**src/hw/rtl/cprdr_ram.sv**
```systemverilog
`default_nettype none
// ----------------------------------------------------------------------------
// cprdr_ram
// Generic simple dual-port RAM, one write port, registered read port.
// ----------------------------------------------------------------------------
module cprdr_ram #(
    parameter int WIDTH = 8,
    parameter int DEPTH = 256
) (
    input  wire logic                     i_clk,
    input  wire logic                     i_we,
    input  wire logic [$clog2(DEPTH)-1:0] i_waddr,
    input  wire logic [WIDTH-1:0]         i_wdata,
    input  wire logic                     i_re,
    input  wire logic [$clog2(DEPTH)-1:0] i_raddr,
    output logic      [WIDTH-1:0]         o_rdata
);

    logic [WIDTH-1:0] r_mem [DEPTH];
    logic [WIDTH-1:0] r_rdata;

    always_ff @(posedge i_clk) begin
        if (i_we) begin
            r_mem[i_waddr] <= i_wdata;
        end
        if (i_re) begin
            r_rdata <= r_mem[i_raddr];
        end
    end

    assign o_rdata = r_rdata;

endmodule
`default_nettype wire

```
**config.mk**
```make
export PLATFORM = sky130hd
export DESIGN_NAME = cprdr_ram
export DESIGN_NICKNAME = d
export VERILOG_FILES = /design/src/hw/rtl/cprdr_ram.sv
export SDC_FILE = /design/constraint.sdc
export NUM_CORES = 2
export LEC_CHECK = 0
export BUFFER_PORTS_ARGS = -buffer_cell sky130_fd_sc_hd__buf_4
export CAP_MARGIN = 40
export CORE_MARGIN = 10
export CORE_UTILIZATION = 50
export CTS_CLUSTER_DIAMETER = 120
export CTS_CLUSTER_SIZE = 28
export DETAILED_ROUTE_END_ITERATION = 8
export PLACE_DENSITY = 0.65
export SYNTH_ARGS = -nofsm -noshare
export SYNTH_HDL_FRONTEND = slang
export SYNTH_SLANG_ARGS = --single-unit
```
**constraint.sdc**
```tcl
create_clock -name i_clk -period 3 [get_ports i_clk]
set_input_delay 0.45 -clock i_clk [delete_from_list [all_inputs] [get_ports i_clk]]
set_output_delay 0.45 -clock i_clk [all_outputs]
set_load 0.05 [all_outputs]
```
# ---- Word-level counts from Yosys, hierarchy flattened
# Memories as Yosys holds them, arrays and structs flattened. A register that Yosys moved wholly into a read port is not among the register bits.
# Cells that the tools add are included.
dict set report totals {
  input_bits 27
  latchBits 0
  n_memories 1
  wordCells 3
  romBits 0
  mem_bits_rw 2048
  ff_bits 0
  out_inout_bits 8
}
# memory words width rd rd_clocked_by_memory_dff write_ports line
set memory_table {}
lappend memory_table {r_mem 256 8 1 1 1 19} ;# logic [WIDTH-1:0] r_mem [DEPTH];
dict set report op_classes {
  n_mul 0
  add_sub_neg 0
  order_cmp 0
  bitwise 0
  div 0
  reduce_logical 0
  n_mux 2
  eq_ne 0
  shifts 0
}
# operator count
set op_table {}
lappend op_table {{$mux 1} 2}

# ---- Depth between registers and ports, before layout
dict set report depth {
  depth_word 2
  ltp_mapped 11
}

# ---- Worst setup path after synthesis
# No wires, ideal clock.
dict set report synth_timing {
  path_type {input to register}
  from {input port i_raddr[0]}
  to {register r_rdata[2] (netlist: o_rdata[2]), read port of r_mem (data pin)}
  required_time_ns 2.731
  slack_ns 0.474
  path_stages 9
  arrival_ns 2.257
  setup_ns 0.269
  cell_sequence {buf_6 buf_12 buf_8 buf_2 mux4_2 a22oi_1 a21oi_1 nor4_1 nor4_2}
}
# item line
set synth_rtl {}
lappend synth_rtl {{from (decl)} 15} ;# input wire logic [$clog2(DEPTH)-1:0] i_raddr,
lappend synth_rtl {{to (decl)} 20} ;# logic [WIDTH-1:0] r_rdata;

==> summary.md <==
| Metric | Value |
|---|---|
| Status | `finished clean` |
| Cell internal pwr | `between 30000 and 40000 µW` |
| Comb pwr share | `under 10%` |
| PortBufs | `34` |
| Worst slew pin tran | `just over 800 ps` |
| Core Box Area | `about 160000 µm²` |
| Hold Path Cell Cnt | `1` |
| CP endpoint kind | `flip-flop` |
| Area growth from synthesis to layout | `12.12%` |
| Data required time of the worst path | `3500 ps` |
| Layout cells sized above 1 | `29.36%` |
| Avg Cell Area, Syn | `between 20 and 25 µm²` |
| CTS clock-pin slew for the worst setup and hold paths | `100 ps` |
| CTS tree | `built` |
| Setup tns final | `0 ps` |
| Seq. cell area | `61740 µm²` |
| Synth top area cells | `edfxtp_1, mux4_2, mux2i_1` |
| Slew HR | `45.47%` |
| Largest net degree at the start of global routing | `134` |
| GP Congestion | `0.8566` |
| VDD IR-drop max | `0.5246 mV` |
| Crit Reg-Reg Endpoint | `o_rdata[3]` |
| Antenna viol nets, final | `0` |
| DRT Wirelength | `slightly below 200000 µm` |
| Syn Inst Count | `~3700` |
| Via density | `roughly 6.3` |
| 1st-iter DRT viols | `~5300` |
| Final setup fails | `0` |
| Slew Viols, Final | `0` |
| CTS root buffer | `clkbuf_16` |
| Worst Clk Skew | `67.56 ps` |
| GRT overflow | `0` |
| Min-Delay Path Class | `input pin to flip-flop` |
| Die area | `175600 µm²` |
| Yosys warns | `0` |
| Synth top area share | `77.53%` |
| Worst Setup SP | `i_raddr[0]` |
| Max clock buf depth | `3` |
| Pre-antenna DRT Iters | `6` |
| Post-synth EDFFs | `2056` |
| Io pins | `35` |
| Slowest CP cell | `nor4_1` |
| Die span in y | `419.1 µm` |
| Synthesized cell area | `around 80000 µm²` |
| Leakage | `0.02823 µW` |
| Worst Setup Start Kind | `input pin` |
| Placement Setup Slack | `-664.2 ps` |
| Final worst slack | `120.6 ps` |
| Worst-case reg-to-reg path depth | `8` |
| Seq/Total Area, Yosys | `between 70% and 80%` |
| Number of cell rows | `around 150` |
| RSZ-0062 raised after global routing | `false` |
| Power Density | `between 500 and 600 nW/µm²` |
| Cell repeated most along the worst path | `buf_4` |
| Vias | `40088` |
| R2R Path Start | `r_mem[211][3]` |
| Async set or reset register ratio after synthesis | `0%` |
| Sequential share of power | `65.1%` |
| DRC | `0` |
| Netlist cell types | `54` |
| Number of max-cap violations | `0` |
| Critical Path, Cell by Cell | `buf_8 > buf_12 > buf_4 > buf_4 > mux2i_1 > o22ai_1 > o21ai_0 > nand3_1 > nor4_1 > buf_4 > nor4_2` |
| CP Class | `input pin to flip-flop` |
| Fill count | `~12000` |
| Hold Path Sink | `o_rdata[6]` |
| Vias in the first global route | `40005` |
| Crit-path max FO | `23` |
| Yosys reg bits | `roughly 2100` |
| Initial Util | `50.28%` |
| Power, Total | `48620 µW` |
| Clock sink total | `between 2000 and 2500` |
| Clk_lat worst skew | `770 ps` |
| Global Route Usage Sum | `between 20% and 30%` |
| First-pass GRT wire length | `between 200000 and 300000 µm` |
| DPL Wire Length | `128500 µm` |
| Initial antenna violation count | `14` |
| Sw Share | `21.25%` |
| Clk pwr share | `about 28%` |
| H-tree levels | `3` |
| Period minus WS final | `2879 ps` |
| Largest stage delay, worst path | `760 ps` |
| Fin. Hold Viols | `0` |
| Fin nets | `4300` |
| Die width | `419.1 µm` |
| R2R setup slack | `about 200 ps` |
| Switching power | `10330 µW` |
| Area occupied by multi-input gates | `16490 µm²` |
| Mapped Nets | `~3800` |
| Arrival @ worst endpoint | `around 3400 ps` |
| Avg WL per Cell | `30.86 µm` |
| Hold_sp | `i_re` |
| Share of the cycle needed by the critical path after routing | `95.98%` |
| Area leader, netlist | `edfxtp_1` |
| Top FF cell, synth | `edfxtp_1` |
| Fmax | `347.3 MHz` |
| CTS Buf Count | `84` |
==> worst max-delay path by stage <==
| stage | end | depth (start not counted) |
|---|---|---|
| after floorplan | o_rdata[2] | 9 |
| after global placement | o_rdata[1] | 10 |
| after detailed placement | o_rdata[3] | 11 |
| after CTS | o_rdata[3] | 8 |
| after global routing | o_rdata[0] | 11 |
| final | o_rdata[0] | 11 |
==> power groups by stage <==
stage | clock network, µW | registers [µW] | logic (µW)
after global routing | 14800 | 31700 | 3460
after detailed placement | 0 | 32300 | 3300
after global placement | 0 | 32300 | 3250
final | 13700 | 31700 | 3290
after CTS | 13900 | 31700 | 3310
after floorplan | 0 | 32400 | 1540
==> what timing repair did <==
item                      CTS  global route
buffers inserted            0             0
hold endpoints to repair    2             0
hold buffers                1             0
resized for setup           0             0
==> layer usage <==
layer  routed length (µm)  vias to the layer above  track usage [%]
met5                   39                        -                0
met4                 5429                        6            5.995
met2                94980                     1886            35.37
met3                16540                      256            3.731
li1                     -                    16598                -
met1                79210                    21342            31.92
==> cell families (layout without fill, tap and decap cells) <==
| family | count (synthesis) | in the layout | synth area share [%] |
|---|---|---|---|
| buf+inv | 235 | 783 | 1.829 |
| simple gates | 466 | 466 | 2.625 |
| compound gates | 385 | 385 | 3.416 |
| mux | 591 | 591 | 14.60 |
| flops | 2056 | 2056 | 77.53 |
| other cells | 0 | 5 | 0 |
==> synthesized netlist by cell type, types with 3 or more instances <==
cell / number
nor2b_1: 31
nand2_1: 33
a211oi_1: 16
nor3_1: 22
nor4_2: 3
o32ai_1: 4
buf_6: 21
o22a_1: 5
nor2_1: 282
mux4_2: 454
a21oi_1: 96
and2_1: 6
clkbuf_1: 111
buf_2: 31
o22ai_1: 28
mux2i_1: 134
o221ai_1: 46
or2_2: 4
edfxtp_1: 2056
nand3_1: 34
o21ai_0: 10
buf_12: 8
a22oi_1: 133
a221oi_1: 13
buf_1: 22
o211ai_1: 10
buf_4: 27
nand2b_1: 8
buf_8: 13
nand4_1: 10
a22o_1: 8
nor4_1: 24
==> stage by stage <==
| step | std cells | hold slack [ps] | utilization, % | instance area [µm²] |
|---|---|---|---|---|
| global placement | 6252 | 697.3 | 54.88 | 86910 |
| CTS | 6352 | 21.12 | 56.36 | 89270 |
| floorplan | 3733 | 548.9 | - | 79640 |
| finish | 6358 | 71.35 | 56.37 | 89280 |
| detailed placement | 6257 | 694.3 | 54.90 | 86950 |
| global route | 6356 | 39.19 | 56.37 | 89280 |
==> critical path, delay by kind of cell <==
| family | cells | cell delay, ps |
|---|---|---|
| AOI/OAI and AO/OA | 2 | 400 |
| buffers and inverters | 5 | 1230 |
| muxes | 1 | 220 |
| and+or+nand+nor | 3 | 980 |
==> layout by cell type, fill, tap and decap left out, types with 3 or more instances in the layout <==
master	instances
edfxtp_1	2056
buf_4	599
mux4_2	454
nor2_1	279
mux2i_1	134
a22oi_1	133
a21oi_1	96
clkbuf_16	88
buf_12	73
o221ai_1	46
nand2_1	33
nand3_1	32
o22ai_1	28
nor2b_1	28
nor4_1	23
nor3_1	22
a211oi_1	16
a221oi_1	13
nand4_1	10
o211ai_1	10
o21ai_0	10
buf_8	9
nand2b_1	8
a22o_1	8
diode_2	5
and2_1	5
o22a_1	5
or2_2	4
nor4_2	4
o32ai_1	4
buf_2	3
==> flip-flops by register name, indices dropped and copies added (netlist names) <==
register  cells
r_mem      2048
o_rdata       8
==> layout make-up <==
cell class,instances,share of cell area (%)
sequential,2056,69.15
multi-input combinational,1442,18.47
timing repair buffer,687,6.879
tap,2072,2.904
clock buffer,88,2.466
clock inverter,6,0.1121
antenna,5,0.01401
inverter,2,0.008408
Note: power is estimated with default switching activity, not from simulation.
