**src/hw/rtl/cprdr_pkg.sv**
```systemverilog
`default_nettype none
// ----------------------------------------------------------------------------
// cprdr_pkg
// Shared constants and types for the changed-pixel reblend block.
// ----------------------------------------------------------------------------
package cprdr_pkg;

    localparam int MAX_DIM     = 1024;
    localparam int DIM_W       = $clog2(MAX_DIM);
    localparam int DIM_CW      = DIM_W + 1;
    localparam int TABLE_DEPTH = 256;
    localparam int IDX_W       = $clog2(TABLE_DEPTH);
    localparam int CH_W        = 8;
    localparam int RGB_W       = 3 * CH_W;
    localparam int MASK_W      = 16;
    localparam int NIB_W       = 4;
    localparam int CFG_IDX_W   = 2;
    localparam int CFG_DATA_W  = 16;

    localparam logic [DIM_CW-1:0] WIDTH_RESET  = DIM_CW'(320);
    localparam logic [DIM_CW-1:0] HEIGHT_RESET = DIM_CW'(200);

    typedef enum logic [CFG_IDX_W-1:0] {
        CFG_FRAME_WIDTH  = 2'd0,
        CFG_FRAME_HEIGHT = 2'd1,
        CFG_CHANGED_MASK = 2'd2
    } t_cfg_idx;

    typedef enum logic {
        OP_TABLE_WRITE = 1'b0,
        OP_PIXEL       = 1'b1
    } t_opcode;

    typedef struct packed {
        logic              hit;
        logic [DIM_W-1:0]  x;
        logic [DIM_W-1:0]  y;
        logic              done;
        logic              dvalid;
        logic [DIM_W-1:0]  left;
        logic [DIM_W-1:0]  top;
        logic [DIM_CW-1:0] right;
        logic [DIM_CW-1:0] bottom;
    } t_pix_info;

endpackage
`default_nettype wire

```
**src/hw/rtl/cprdr_track.sv**
```systemverilog
`default_nettype none
// ----------------------------------------------------------------------------
// cprdr_track
// Raster position counters, change flag and dirty rectangle tracking.
// ----------------------------------------------------------------------------
module cprdr_track
    import cprdr_pkg::*;
(
    input  wire logic              i_clk,
    input  wire logic              i_rst_n,
    input  wire logic              i_adv,
    input  wire logic [IDX_W-1:0]  i_pixel_index,
    input  wire logic [DIM_CW-1:0] i_width,
    input  wire logic [DIM_CW-1:0] i_height,
    input  wire logic [MASK_W-1:0] i_mask,
    output t_pix_info              o_info
);

    logic [DIM_W-1:0] r_col, r_row, r_min_x, r_min_y, r_max_x, r_max_y;
    logic             r_any;
    logic [DIM_W-1:0] n_col, n_row, n_min_x, n_min_y, n_max_x, n_max_y;
    logic             n_any;

    logic [DIM_CW-1:0] w_cl, h_cl;
    logic [DIM_W-1:0]  w_m1, h_m1, x, y;
    logic              last_col, last_row, hit, done;
    logic [DIM_W-1:0]  u_min_x, u_min_y, u_max_x, u_max_y;
    logic              u_any;

    always_comb begin
        if (i_width == '0) begin
            w_cl = DIM_CW'(1);
        end else if (i_width > DIM_CW'(MAX_DIM)) begin
            w_cl = DIM_CW'(MAX_DIM);
        end else begin
            w_cl = i_width;
        end
        if (i_height == '0) begin
            h_cl = DIM_CW'(1);
        end else if (i_height > DIM_CW'(MAX_DIM)) begin
            h_cl = DIM_CW'(MAX_DIM);
        end else begin
            h_cl = i_height;
        end
        w_m1 = DIM_W'(w_cl - DIM_CW'(1));
        h_m1 = DIM_W'(h_cl - DIM_CW'(1));

        last_col = r_col >= w_m1;
        last_row = r_row >= h_m1;
        x        = last_col ? w_m1 : r_col;
        y        = last_row ? h_m1 : r_row;
        done     = last_col && last_row;

        hit = i_mask[i_pixel_index[IDX_W-1 -: NIB_W]] | i_mask[i_pixel_index[NIB_W-1:0]];

        u_min_x = r_min_x;
        u_min_y = r_min_y;
        u_max_x = r_max_x;
        u_max_y = r_max_y;
        u_any   = r_any;
        if (hit) begin
            u_any = 1'b1;
            if (!r_any) begin
                u_min_x = x;
                u_max_x = x;
                u_min_y = y;
                u_max_y = y;
            end else begin
                if (x < r_min_x) u_min_x = x;
                if (x > r_max_x) u_max_x = x;
                if (y < r_min_y) u_min_y = y;
                if (y > r_max_y) u_max_y = y;
            end
        end

        o_info.hit    = hit;
        o_info.x      = x;
        o_info.y      = y;
        o_info.done   = done;
        o_info.dvalid = done && u_any;
        o_info.left   = (done && u_any) ? u_min_x : '0;
        o_info.top    = (done && u_any) ? u_min_y : '0;
        o_info.right  = (done && u_any) ? ({1'b0, u_max_x} + DIM_CW'(1)) : '0;
        o_info.bottom = (done && u_any) ? ({1'b0, u_max_y} + DIM_CW'(1)) : '0;

        if (done) begin
            n_col   = '0;
            n_row   = '0;
            n_min_x = '0;
            n_min_y = '0;
            n_max_x = '0;
            n_max_y = '0;
            n_any   = 1'b0;
        end else begin
            n_min_x = u_min_x;
            n_min_y = u_min_y;
            n_max_x = u_max_x;
            n_max_y = u_max_y;
            n_any   = u_any;
            if (last_col) begin
                n_col = '0;
                n_row = y + DIM_W'(1);
            end else begin
                n_col = x + DIM_W'(1);
                n_row = y;
            end
        end
    end

    always_ff @(posedge i_clk) begin
        if (!i_rst_n) begin
            r_col   <= '0;
            r_row   <= '0;
            r_min_x <= '0;
            r_min_y <= '0;
            r_max_x <= '0;
            r_max_y <= '0;
            r_any   <= 1'b0;
        end else if (i_adv) begin
            r_col   <= n_col;
            r_row   <= n_row;
            r_min_x <= n_min_x;
            r_min_y <= n_min_y;
            r_max_x <= n_max_x;
            r_max_y <= n_max_y;
            r_any   <= n_any;
        end
    end

endmodule
`default_nettype wire

```
**config.mk**
```make
export PLATFORM = sky130hd
export DESIGN_NAME = cprdr_track
export DESIGN_NICKNAME = d
export VERILOG_FILES = /design/src/hw/rtl/cprdr_pkg.sv /design/src/hw/rtl/cprdr_track.sv
export SDC_FILE = /design/constraint.sdc
export NUM_CORES = 1
export LEC_CHECK = 0
export BUFFER_PORTS_ARGS = -buffer_cell sky130_fd_sc_hd__buf_2
export CAP_MARGIN = 20
export CORE_ASPECT_RATIO = 0.9
export CORE_MARGIN = 3
export CORE_UTILIZATION = 53
export DETAILED_ROUTE_END_ITERATION = 16
export PLACE_DENSITY = 0.8
export RECOVER_POWER = 25
export SKIP_LAST_GASP = 1
export SLEW_MARGIN = 25
export SYNTH_ARGS = -nofsm -noshare
export SYNTH_HDL_FRONTEND = slang
export SYNTH_SLANG_ARGS = --single-unit
```
**constraint.sdc**
```tcl
create_clock -name i_clk -period 8.9 [get_ports i_clk]
set_input_delay 0.445 -clock i_clk [delete_from_list [all_inputs] [get_ports i_clk]]
set_output_delay 0.445 -clock i_clk [all_outputs]
set_load 0.01 [all_outputs]
```
# After elaboration in Yosys (flattened, before gate mapping)
# Index checks and enable logic that the tools add are counted.
[classes] order_cmp=10 n_reduce_logical=4 bitwise=1 n_addsub=6 muxes=36
[ops] operator="2-to-1 mux 10 bit" n=28
[ops] operator="adder 10 x 1 -> 11 bit (second input constant)" n=2
[ops] operator="greater-than comparator 11 bit (second input constant)" n=2
[ops] operator="zero test 11 bit" n=2
[ops] operator="2-to-1 mux 11 bit" n=2
[ops] operator="adder 10 x 1 -> 10 bit (second input constant)" n=2
[ops] operator="greater-or-equal comparator 10 bit" n=2
[ops] operator="greater-than comparator 10 bit" n=2
[ops] operator="less-than comparator 10 bit" n=2
[ops] operator="subtractor 10 x 1 -> 10 bit (second input constant)" n=2
[ops] operator="less-than comparator 4 x 5 -> 1 bit (second input constant)" n=2
[ops] operator="binary-select mux 1 bit (select 4 bit)" n=2
[ops] operator="2-to-1 mux 1 bit" n=4
[ops] operator="logical AND 1 bit" n=2
[ops] operator="OR 1 bit" n=1
[totals] wordCells=64 inputBits=49 regBits=61

# Longest topological paths before layout
[logic_depth] word_depth=12 depth_mapped=32 mapped_depth_nobuf=28

# Worst setup path before layout
# Ideal clock, no wire load.
[synth_timing] kind="input to output" start="input port i_width[10]" end="output port o_info[19] (netlist bit)" slack_ns=1.972 t_arrival_ns=6.483 cell_stages=30 path_cell_list="clkbuf_1 -> nor4_1 -> nand4_1 -> a21boi_0 -> ha_1 -> clkbuf_1 -> nand2_1 -> mux2i_1 -> a21oi_1 -> inv_1 -> ha_1 -> and3_1 -> a21oi_1 -> a21o_1 -> nand2_1 -> clkbuf_1 -> a21oi_1 -> ha_1 -> a21o_1 -> a21o_1 -> a2111oi_0 -> o21a_1 -> nor2_2 -> buf_6 -> mux2_2 -> ha_1 -> inv_1 -> or4bb_1 -> a21o_1 -> a21oi_2"
[synth_rtl] item="start: declaration" line_no="cprdr_track.sv:13" source="input wire logic [DIM_CW-1:0] i_width,"
[synth_rtl] item="end: declaration" line_no="cprdr_track.sv:16" source="output t_pix_info o_info"

==> impl_metrics.yaml <==
die:
  start_util: 0.5460
  coreArea_sq_um: 11480
  die_y_microns: 109.2
  fp-row-count: 37
  die_w_microns: 120.6
  die_area_sq_um: 13170
  ios: 114
clock_network:
  tritoncts: "yes"
  clk_pin_slew_worst_paths_ns: 0.05
  htree_num_levels: 3
  cts_inserted_buffers: 9
  cts_buffer_depth: 2
  cts_hold_buf: 0
  cts.repair.resized: 0
  clkLatencyLatePin_ns: 0.33
  cts_sinks: 61
  ctsRootBufferMaster: "clkbuf_16"
  post_cts_buffers: 0
drt:
  wl_met1_microns: 7990
  routed-wl-met2_microns: 7998
  routed-wl-met3_microns: 1252
  drt_pass1_iterations: 5
  num_vias: 6338
  ant_nets: 0
  drt_iter0_markers: 535
  wirelength_microns: 17610
  top_layer: "met4"
  wire_per_inst_microns: 16.85
  drc: 0
  avgViaCountPerCell: 6.065
place:
  routabilityCongestion: 0.9396
  portBuffers: 113
  dpl_cell_area_sq_um: 6953
  dpl.hpwl_microns: 13240
sta:
  setup_tns_ns: 0
  tightestPinTransition_ns: 1.283
  fin_skew_ns: 0.005185
  rsz0062_at_grt: "false"
  relSlewSlack: 0.1445
  finalSetupViolations: 0
  slew_viol_final: 0
  fin_crit_ns: 7.929
  final-hold-violation-count: 0
  timing.fmax_mhz: 126.1
  fin_crit_sh: 0.8909
global_route:
  grt.overflow.total: 0
  grt_start_max_net_pins: 37
  grt_use_total: 0.2657
  grt_pass1_vias: 5831
  grt_pass1_wl_microns: 28640
  antenna_found_initial: 0
critical_path:
  critPathCaptureType: "primary output"
  worstPathRequired_ns: 8.46
  critPathMaxFanout: 21
  critPathLaunchType: "primary input"
  worstSetupPathType: "primary input to primary output"
  cpMostUsedCell: "nand2_1"
  arrival_ns: 7.48
  cp_slowest_cell: "or4_1"
  max_stage_delay_ns: 0.59
synthesis:
  ys_seq_area_frac: 0.1948
  ys_ff_latch: 61
  synth_warnings: 0
  synth_nets: 890
  ys.flop_type: "dfxtp_1"
  synth_area_sq_um: 6269
  synthCells: 777
  syn-mean-instance-area_sq_um: 8.068
  synth_cell_type_count: 81
  async_flop_share: 0
  synth_enable_flop_cells: 0
status:
  status: "finished, final reports clean"
min_path:
  hold_path_class: "flop to flop"
layout:
  area_growth_pct: 15.01
  final_cell_mix: "buf_2, inv_1, nor2_1, ha_1, dfxtp_1"
  antenna_cells: 0
  drive_above_1_share: 0.1800
  mostFrequentLayoutCell: "buf_2"
  design_area_sq_um: 7209
  fin_nets: 997
power_and_ir_drop:
  p_leak_nw: 3.203
  ir_drop_mv: 0.08620
  power.density_nw_per_um2: 113.1
run:
  maxCapViolations: 0
-- per-stage QoR --
| step | power, W | setup WS, ns | util | instances | hold WS [ns] |
|---|---|---|---|---|---|
| 3_5_place_dp | 0.0004512 | 1.211 | 0.6056 | 1028 | 0.4676 |
| 2_1_floorplan | 0.0004149 | 1.972 | - | 777 | 0.4491 |
| 3_3_place_gp | 0.0004490 | 1.379 | 0.6056 | 1028 | 0.4631 |
| 5_1_grt | 0.0008470 | 0.2977 | 0.6279 | 1045 | 0.4994 |
| 4_1_cts | 0.0008145 | 1.162 | 0.6328 | 1044 | 0.4807 |
| 6_report | 0.0008151 | 0.9711 | 0.6279 | 1045 | 0.4795 |
-- kinds of logic after synthesis --
family                   share of synthesized area
flip-flops                                  0.1948
adder cells (fa/ha/maj)                     0.1277
XOR/XNOR                                   0.04192
buffers and inverters                      0.07225
AND/OR/NAND/NOR                             0.2040
multiplexers                                0.1010
AO/OA/AOI/OAI                               0.2583
-- Yosys cell counts, types with 4 or more instances --
cell	count	share of area
a211o_1	4	0.0056
a211oi_1	8	0.0096
a21o_1	22	0.026
a21oi_1	50	0.040
a22o_1	23	0.032
a22oi_1	16	0.019
and2_1	17	0.017
and3_1	8	0.0080
buf_2	4	0.0032
buf_6	6	0.011
clkbuf_1	18	0.011
dfxtp_1	61	0.19
ha_1	64	0.13
inv_1	68	0.041
mux2_2	5	0.0090
mux2i_1	28	0.045
mux4_1	6	0.025
mux4_2	4	0.014
nand2_1	44	0.026
nand2b_1	7	0.0070
nand3_1	26	0.021
nand4_1	16	0.016
nor2_1	67	0.040
nor2b_1	22	0.022
nor3_1	20	0.016
nor4_1	8	0.0080
o21a_1	5	0.0060
o21ai_0	25	0.020
o21ai_1	10	0.0080
o22ai_1	7	0.0070
o31ai_1	4	0.0048
or3_1	4	0.0040
xnor2_1	18	0.025
xor2_1	12	0.017
-- per-layer routing --
metal	vias up	GRT usage
met2	243	0.4376
met4	0	0.08738
met3	38	0.03475
met1	2996	0.3622
li1	3061	-
met5	-	0
-- sequential cells by signal, summed over array words and instances (netlist names) --
signal   flops
r_col       10
r_max_x     10
r_max_y     10
r_min_x     10
r_min_y     10
r_row       10
r_any        1
-- power breakdown --
group | internal [W] | switching [W] | total (W) | leakage, nW
logic | 0.0000646 | 0.000105 | 0.000170 | 2.56
registers | 0.000276 | 0.00000401 | 0.000280 | 0.492
clock network | 0.000239 | 0.000126 | 0.000366 | 0.152
-- worst max-delay path, delay by kind of cell --
kind | cells | cell delay [ns]
compound gates | 9 | 2.54
simple gates | 11 | 1.83
buf+inv | 6 | 1.33
fa+ha+maj | 4 | 1.22
xor+xnor | 1 | 0.11
-- area by class of cell --
class / instances / area (sq um)
multi-input combinational: 613 / 4574
sequential: 61 / 1221
fill: 1066 / 4272
clock buffer: 13 / 270.3
tap: 156 / 195.2
timing repair buffer: 128 / 634.4
clock inverter: 3 / 42.54
inverter: 71 / 271.5
-- final timing paths --
| kind | from | endpoint | slack [ns] | depth (start not counted) |
|---|---|---|---|---|
| max | i_height[0] | o_info[8] | 0.97 | 31 |
| min | r_row[7] | r_row[7] | 0.48 | 2 |
| max reg2reg | r_row[0] | r_min_y[5] | 3.84 | 18 |
| min reg2reg | r_row[7] | r_row[7] | 0.48 | 2 |
Power figures use the tool's default switching activity.
